<file path="src/hdl/assert_macros.svh">
// Assertion macros shared by the list RTL.
// Each check is sampled on i_clk and disabled while i_rst_n is low.
`ifndef ASSERT_MACROS_SVH
`define ASSERT_MACROS_SVH
`ifndef SYNTH
// Property that must hold at every clock edge out of reset.
`define ASSERT_ALWAYS(lbl, expr) \
    lbl: assert property (@(posedge i_clk) disable iff (!i_rst_n) (expr)) \
        else $error("list invariant violated");
// Property that must hold in the clock cycle after its trigger.
`define ASSERT_NEXT(lbl, ante, cons) \
    lbl: assert property (@(posedge i_clk) disable iff (!i_rst_n) (ante) |=> (cons)) \
        else $error("list update check failed");
`else
`define ASSERT_ALWAYS(lbl, expr)
`define ASSERT_NEXT(lbl, ante, cons)
`endif
`endif

</file>
<file path="src/hdl/tkl_pkg.sv">
// Types and request codes for the top-K largest size list.
// No dependencies; imported by the cell and the top level.
package tkl_pkg;

    localparam int SIZE_W     = 64;
    localparam int TAG_PORT_W = 32;
    localparam int INDEX_W    = 6;
    localparam int ECOUNT_W   = 7;

    // Request codes.
    localparam logic [1:0] REQ_INSERT = 2'd0;
    localparam logic [1:0] REQ_READ   = 2'd1;
    localparam logic [1:0] REQ_CLEAR  = 2'd2;

    typedef struct packed {
        logic [1:0]            req_type;
        logic [TAG_PORT_W-1:0] tag;
        logic [SIZE_W-1:0]     size;
        logic [INDEX_W-1:0]    index;
    } t_req;

    typedef struct packed {
        logic                  status;
        logic [TAG_PORT_W-1:0] out_tag;
        logic [SIZE_W-1:0]     out_size;
        logic [ECOUNT_W-1:0]   entry_count;
    } t_rsp;

    // Broadcast control from the top level to every cell.
    typedef struct packed {
        logic ins_en;   // an insert is transferred this cycle
        logic clr;      // a clear is transferred this cycle
        logic app;      // the new record goes behind all valid entries
    } t_cell_ctl;

endpackage

</file>
<file path="src/hdl/tkl_cell.sv">
// One list position: holds a (tag, size) record and a valid bit.
// Depends on tkl_pkg; instantiated once per position by the top level.
module tkl_cell import tkl_pkg::*; #(
    parameter int TAG_W = 32
) (
    input  logic              i_clk,
    input  logic              i_rst_n,
    input  t_cell_ctl         i_ctl,
    input  logic [SIZE_W-1:0] i_size,
    input  logic [TAG_W-1:0]  i_tag,
    input  logic              i_prev_ins,
    input  logic              i_prev_valid,
    input  logic [SIZE_W-1:0] i_prev_size,
    input  logic [TAG_W-1:0]  i_prev_tag,
    output logic              o_ins,
    output logic              o_gt,
    output logic              o_valid,
    output logic [SIZE_W-1:0] o_size,
    output logic [TAG_W-1:0]  o_tag
);

    logic              r_valid;
    logic [SIZE_W-1:0] r_size;
    logic [TAG_W-1:0]  r_tag;
    logic              n_valid;
    logic [SIZE_W-1:0] n_size;
    logic [TAG_W-1:0]  n_tag;
    logic              w_ge;

    // Local compare of the incoming size against the stored one.
    assign w_ge = r_valid && (i_size >= r_size);
    assign o_gt = r_valid && (i_size > r_size);

    // This position changes on an insert when the new record lands here or above.
    // Empty positions exist only when the list is not full, and then an insert
    // always happens.
    assign o_ins = r_valid ? (w_ge && !i_ctl.app) : 1'b1;

    // Hold, take the neighbor's record, or load the new record.
    always_comb begin
        n_valid = r_valid;
        n_size  = r_size;
        n_tag   = r_tag;
        if (i_ctl.clr) begin
            n_valid = 1'b0;
            n_size  = '0;
            n_tag   = '0;
        end else if (i_ctl.ins_en) begin
            if (i_prev_ins) begin
                n_valid = i_prev_valid;
                n_size  = i_prev_size;
                n_tag   = i_prev_tag;
            end else if (o_ins) begin
                n_valid = 1'b1;
                n_size  = i_size;
                n_tag   = i_tag;
            end
        end
    end

    always_ff @(posedge i_clk) begin
        if (!i_rst_n) begin
            r_valid <= 1'b0;
            r_size  <= '0;
            r_tag   <= '0;
        end else begin
            r_valid <= n_valid;
            r_size  <= n_size;
            r_tag   <= n_tag;
        end
    end

    assign o_valid = r_valid;
    assign o_size  = r_size;
    assign o_tag   = r_tag;

endmodule

</file>
<file path="config.mk">
export PLATFORM = sky130hd
export DESIGN_NAME = tkl_cell
export DESIGN_NICKNAME = d
export VERILOG_FILES = /design/src/hdl/assert_macros.svh /design/src/hdl/tkl_pkg.sv /design/src/hdl/tkl_cell.sv
export SDC_FILE = /design/constraint.sdc
export NUM_CORES = 1
export LEC_CHECK = 0
export ABC_AREA = 1
export BUFFER_PORTS_ARGS = -buffer_cell sky130_fd_sc_hd__buf_2
export CORE_ASPECT_RATIO = 0.75
export CORE_MARGIN = 3
export CORE_UTILIZATION = 39
export CTS_BUF_LIST = sky130_fd_sc_hd__clkbuf_4 sky130_fd_sc_hd__clkbuf_8 sky130_fd_sc_hd__clkbuf_16
export DETAILED_ROUTE_END_ITERATION = 7
export GPL_TIMING_DRIVEN = 0
export PLACE_DENSITY = 0.73
export SLEW_MARGIN = 20
export SYNTH_ARGS = -nofsm -noshare
export SYNTH_HDL_FRONTEND = slang
export SYNTH_SLANG_ARGS = --single-unit
</file>
<file path="constraint.sdc">
create_clock -name i_clk -period 1.87 [get_ports i_clk]
set_input_delay 0.0935 -clock i_clk [delete_from_list [all_inputs] [get_ports i_clk]]
set_output_delay 0.0935 -clock i_clk [all_outputs]
set_load 0.03 [all_outputs]
</file>
==> impl_metrics.json, run 1 <==
{
  "drive_gt1_frac": 0.563,
  "drc_errors": 0,
  "critical_path_class": "flop to flop",
  "start_kind": "flop",
  "startpoint": "o_size[57]$_SDFFE_PP0P_",
  "finalWorstSetupSlack_ns": -0.506,
  "cts_buffer_depth": 2,
  "hold_start": "i_prev_valid",
  "wl_per_cell_um": 16.2,
  "yosysTopAreaCellShare": 0.261,
  "crit_chain": "inv_4 -> ha_4 -> nand2_1 -> inv_1 -> o21bai_1 -> nand2_1 -> a21oi_2 -> nand2_2 -> a21oi_4 -> nand3_4 -> nand3_4 -> buf_12 -> buf_8 -> nand3_2 -> nand2_1 -> nor2_1",
  "cts_tree": "built",
  "yosysMostFrequentCell": "nand2_1",
  "place_ws_ns": -0.566,
  "cts_num_sinks": 97,
  "arrival_ns": 2.62,
  "skew_ns": 0.0148,
  "hold_class": "input pin to flop",
  "dieArea_um2": 20800,
  "worst_pin_slew_ns": 0.902,
  "synth_fa_ha_area_frac": 0.108,
  "comb_power_share": 0.374,
  "ff_latch_area_um2": 2110,
  "syn_nets": 1257,
  "synth_area_um2": 7430,
  "cts-hold-fix-buffers": 0,
  "cp_num_buf_inv": 4,
  "fin_crit_sh": 1.27,
  "p_sw_frac": 0.363,
  "cp.depth": 16,
  "vias_per_cell": 4.95,
  "slew_headroom": 0.399,
  "status": "finished with violations",
  "first_global_vias": 7330,
  "antenna_found_initial": 1,
  "ant_nets": 0,
  "setup_viol": 99,
  "drtPass1Iterations": 5,
  "wirelength_mm": 25.4,
  "ys_top_cells_by_count": "183 x nand2_1, 125 x inv_1, 122 x a21oi_1, 119 x nor2_1, 97 x dfxtp_1",
  "final_max_slew_viol_count": 0,
  "die_h_um": 126,
  "power_frac_seq": 0.343,
  "synth-edff-count": 0,
  "synth_warnings": 0,
  "place_congestion": 0.885,
  "grt_first_pass_wirelength_mm": 37.7,
  "pwr_density_cell_nw_per_um2": 599,
  "yosysUniqueCellTypes": 26,
  "area_growth_pct": 46.9,
  "cpLargestDelayFamily": "simple AND/OR/NAND/NOR gates",
  "clock_power_share": 0.283,
  "intPower_mw": 4.16,
  "fmax_mhz": 421,
  "die_w_um": 165,
  "crit_path_top_delay_cell": "dfxtp_4",
  "hold_depth": 4,
  "nNetsFinal": 1579,
  "slowest_delay_ns": 0.36,
  "initial_core_util": 0.399,
  "clk_pin_slew_worst_paths_ns": 0.08,
  "yosysTopAreaCell": "dfxtp_1",
  "vias": 7759,
  "rows": 43,
  "r2r_start": "o_size[57]$_SDFFE_PP0P_",
  "p_total_mw": 6.53,
  "cap_violations": 0,
  "dpl-instance-area_um2": 9640,
  "async_flop_share": 0,
  "drt-initial-drc-count": 509,
  "crit_top_cell": "nand2_1",
  "muxShareOfSynthArea": 0.144,
  "h-tree-depth": 3,
  "cts_buffers": 9,
  "synth_top_family_by_area": "simple AND/OR/NAND/NOR gates",
  "r2r_cells": 16,
  "synth-xor-area-share": 0,
  "yosysSeqAreaShare": 0.261,
  "design_area_um2": 10900,
  "grt-ovfl-total": 0,
  "hold_viol_final": 0,
  "multi_input_area_um2": 5470,
  "dpl.hpwl_mm": 18.9,
  "worst_skew_pair.late_latency_ns": 0.35,
  "grt_max_degree": 19,
  "required_ns": 2.11,
  "synthCells": 994,
  "core_area_um2": 18600,
  "ys_ff_latch": 97,
  "p_switching_mw": 2.38,
  "period_needed_ns": 2.38,
  "ioPinCount": 298,
  "gr-usage-all-layers": 0.228,
  "rsz0062_at_grt": "yes",
  "synth-compound-area-share": 0.0926,
  "final.setup.tns_ns": -44.71,
  "syn_area_per_cell_um2": 7.48,
  "synth_simple_gate_area_frac": 0.286,
  "port_buffers": 296,
  "synth_area_leaders": "dfxtp_1 26%, mux2_2 14%, nand3_2 11%, ha_1 11%, nand2_1 9.2%",
  "synth_flop_cell": "dfxtp_1",
  "cts_root_buffer": "clkbuf_16",
  "worstPathMaxFanout": 10,
  "power_leakage_nw": 5.22,
  "violations": "setup timing",
  "cp-end-kind": "flop",
  "fill_cells": 1699,
  "ir_drop_uv": 425
}
-- sequential cells by signal, indices dropped and copies added, names as in the netlist --
register  cells
o_size       64
o_tag        32
o_valid       1
-- cell type report --
type                    count  area share
repair buffers            311       0.160
plain buffers              63      0.0453
clock buffers               9      0.0206
multi-input cells         708       0.501
well taps                 247      0.0283
clock inverters             7     0.00550
flip-flops and latches     97       0.193
inverters                 126      0.0449
diodes                      1    0.000229
-- kinds of logic after synthesis --
| kind of cell | after synthesis |
|---|---|
| fa+ha+maj | 64 |
| compound gates | 134 |
| simple gates | 415 |
| mux | 95 |
| flops | 97 |
| buf+inv | 189 |
-- per-stage QoR --
stage	std cells	utilization	hold WS, ns
CTS	1560	0.561	0.0232
detailed placement	1537	0.518	0.396
global placement	1537	0.518	0.390
finish	1569	0.586	0.0376
global route	1569	0.586	0.0510
floorplan	994	-	0.299
-- power groups by stage --
| stage | Clock [mW] | Sequential, mW | Combinational (mW) |
|---|---|---|---|
| 2_1_floorplan | 0 | 2.52 | 1.17 |
| 3_3_place_gp | 0 | 2.28 | 2.04 |
| 3_5_place_dp | 0 | 2.29 | 2.07 |
| 4_1_cts | 1.89 | 2.24 | 2.26 |
| 5_1_grt | 1.99 | 2.26 | 2.66 |
| 6_report | 1.85 | 2.24 | 2.44 |
-- tightest hold or removal path, stage by stage --
cell	delay [ns]
buf_2	0.07
o21a_1	0.11
nand2_1	0.05
inv_1	0.04
-- worst paths after layout --
| kind | to | slack [ns] |
|---|---|---|
| setup / recovery | o_size[46]$_SDFFE_PP0P_ | -0.51 |
| hold / removal | o_valid$_SDFFE_PP0P_ | 0.04 |
| setup reg to reg | o_size[46]$_SDFFE_PP0P_ | -0.51 |
| hold reg to reg | o_tag[9]$_SDFFE_PP0P_ | 0.54 |
-- placed cells by master (no fill, tap or decap), drive strengths merged, types with 2 or more instances in the layout --
cell | Yosys | layout
nand2 | 183 | 183
o21ai | 5 | 5
buf | 36 | 342
dfxtp | 97 | 97
clkbuf | 27 | 41
ha | 64 | 64
nand4 | 3 | 3
inv | 126 | 131
mux2 | 95 | 95
a21o | 3 | 3
o21a | 2 | 2
a21oi | 122 | 122
nor2 | 121 | 121
nand3 | 105 | 105
-- routing by layer --
layer | part of all wire | vias up | GRT usage
li1 | - | 3896 | -
met3 | 0.072 | 39 | 0.0503
met2 | 0.46 | 295 | 0.378
met5 | 0 | - | 0
met1 | 0.44 | 3529 | 0.298
met4 | 0.022 | 0 | 0.0616
-- repair_timing --
action | in CTS | in global routing
gates cloned | 3 | 5
setup endpoints to repair | 99 | 99
pin swaps | 20 | 27
buffers inserted | 4 | 3
gates resized for setup | 96 | 74
Power figures use the tool's default switching activity.
==> run 2, diff against run 1 <==
- CTS_CLUSTER_DIAMETER: not set -> 150
- PLACE_DENSITY: 0.73 -> 0.71
- clock period: 1.87 -> 3.1 ns (I/O delays scaled with it)
==> run 2 against run 1 <==
Effect of this change: largest power group is now sequential cells; the run now ends clean; critical path depth fell by 1; sequential share of layout area rose by 1.0 points; first-iteration DRC count fell by 31%; cell area fell by 13%.
==> impl_metrics.json, run 2 (same netlist as run 1, synthesis figures left out) <==
{
  "cp-end-kind": "flop",
  "final_max_slew_viol_count": 0,
  "whs_ns": 0.115,
  "worstReg2RegEnd": "o_tag[23]$_SDFFE_PP0P_",
  "fill_cells": 1897,
  "dieArea_um2": 20800,
  "initial_core_util": 0.399,
  "worst_skew_pair.late_latency_ns": 0.35,
  "crit_path_top_delay_cell": "dfxtp_1",
  "rows": 43,
  "multi_input_area_um2": 4690,
  "ioPinCount": 298,
  "final.setup.tns_ns": 0,
  "vias": 7424,
  "startpoint": "o_size[59]$_SDFFE_PP0P_",
  "clk_pin_slew_worst_paths_ns": 0.08,
  "wirelength_mm": 23.6,
  "rsz0062_at_grt": "no",
  "utilization": 0.513,
  "grt-ovfl-total": 0,
  "cts_buffer_depth": 2,
  "h-tree-depth": 3,
  "fmax_mhz": 389,
  "setup_viol": 0,
  "skew_ns": 0.0152,
  "antennaDiodeCount": 0,
  "drc_errors": 0,
  "crit_path_end": "o_tag[23]$_SDFFE_PP0P_",
  "largest_reg_flops": 64,
  "crit_chain": "inv_1 -> ha_1 -> nand2_1 -> nor2_1 -> nand2_1 -> nor2_1 -> nand4_1 -> nand2_1 -> inv_1 -> nand3_2 -> nand3_4 -> buf_6 -> buf_2 -> a21oi_1 -> nor2_1",
  "most-common-layout-cells": "308 x buf_2, 183 x nand2_1, 125 x inv_1, 122 x a21oi_1, 119 x nor2_1",
  "port_buffers": 296,
  "slew_headroom": 0.424,
  "cts_num_sinks": 97,
  "cts_buffers": 9,
  "place_ws_ns": 0.586,
  "status": "finished, final reports clean",
  "wl_per_cell_um": 15.2,
  "cp.depth": 15,
  "fin_crit_sh": 0.830,
  "drive_gt1_frac": 0.394,
  "place_congestion": 0.849,
  "drtPass1Iterations": 5,
  "hold_viol_final": 0,
  "worstPathMaxFanout": 10,
  "cts_root_buffer": "clkbuf_16",
  "vias_per_cell": 4.78,
  "cpLargestDelayFamily": "simple AND/OR/NAND/NOR gates",
  "r2r_start": "o_size[59]$_SDFFE_PP0P_",
  "nNetsFinal": 1564,
  "start_kind": "flop",
  "pwr_density_cell_nw_per_um2": 399,
  "hold_class": "input pin to flop",
  "gr-usage-all-layers": 0.222,
  "cts_tree": "built",
  "core_area_um2": 18600,
  "worst_pin_slew_ns": 0.861,
  "period_needed_ns": 2.57,
  "grt_first_pass_wirelength_mm": 36.5,
  "cp_num_buf_inv": 4,
  "drt-initial-drc-count": 352,
  "power_leakage_nw": 4.90,
  "ff_latch_area_um2": 1940,
  "grt_max_degree": 17,
  "required_ns": 3.34,
  "die_h_um": 126,
  "die_w_um": 165,
  "p_total_mw": 3.81,
  "finalWorstSetupSlack_ns": 0.527,
  "r2r_cells": 15,
  "first_global_vias": 7117,
  "cts-hold-fix-buffers": 0,
  "arrival_ns": 2.81,
  "critical_path_class": "flop to flop",
  "cap_violations": 0,
  "ff2ff_setup_slack_ns": 0.53,
  "ant_nets": 0,
  "slowest_delay_ns": 0.34,
  "ctsResizeCount": 0,
  "post_cts_buffers": 0,
  "antenna_found_initial": 0,
  "dpl.hpwl_mm": 18.7,
  "final_common_cell": "buf_2",
  "area_growth_pct": 28.4,
  "ir_drop_uv": 246
}
==> run 2: cell count changes in the layout (fill, tap and decap cells not counted), moves of 27 or more <==
cell	before	now
dfxtp_1	35	97
ha_4	27	0
ha_1	37	64
a21oi_2	47	0
inv_1	93	125
dfxtp_4	37	0
a21oi_1	69	122
==> run 2: per-stage QoR <==
stage	instance area (µm²)	instances
2_1_floorplan	7430	994
3_3_place_gp	9220	1537
3_5_place_dp	9220	1537
4_1_cts	9540	1553
5_1_grt	9540	1553
6_report	9540	1553
==> run 2: metal layers <==
layer	GRT usage	vias to the layer above	share of wire
met2	0.372	208	0.47
met4	0.0479	0	0.0061
li1	-	3852	-
met1	0.291	3356	0.45
met5	0	-	0
met3	0.0540	8	0.072
==> run 2: where the power goes <==
group          switching, mW  internal [mW]  total [mW]
Clock                  0.533          0.723        1.26
Combinational          0.718          0.482        1.20
Sequential            0.0376           1.32        1.36
==> run 2: layout make-up <==
cell class,count,share of cell area
Timing Repair Buffer,296,0.155
Sequential cell,97,0.203
Inverter,126,0.0496
Multi-Input combinational cell,708,0.491
Tap cell,247,0.0324
Clock inverter,6,0.00944
Clock buffer,10,0.0244
Buffer,63,0.0346
==> run 2: how the worst min path moves through the flow <==
| stage | start | to | slack [ns] | cells past startpoint |
|---|---|---|---|---|
| CTS | i_prev_valid | o_valid$_SDFFE_PP0P_ | 0.1 | 4 |
| global route | i_prev_valid | o_valid$_SDFFE_PP0P_ | 0.12 | 4 |
| global placement | i_prev_valid | o_valid$_SDFFE_PP0P_ | 0.45 | 4 |
| detailed placement | i_prev_valid | o_valid$_SDFFE_PP0P_ | 0.47 | 4 |
| floorplan | i_prev_valid | o_valid$_SDFFE_PP0P_ | 0.36 | 3 |
| finish | i_prev_valid | o_valid$_SDFFE_PP0P_ | 0.11 | 4 |
==> run 2: worst reg2reg max path: cells and delay by family, from the launching register on <==
| family | cells | cell delay (ns) |
|---|---|---|
| AND/OR/NAND/NOR | 9 | 1.13 |
| buffers and inverters | 4 | 0.51 |
| flip-flops | 1 | 0.34 |
| adder cells (fa/ha/maj) | 1 | 0.30 |
| AO/OA/AOI/OAI | 1 | 0.18 |
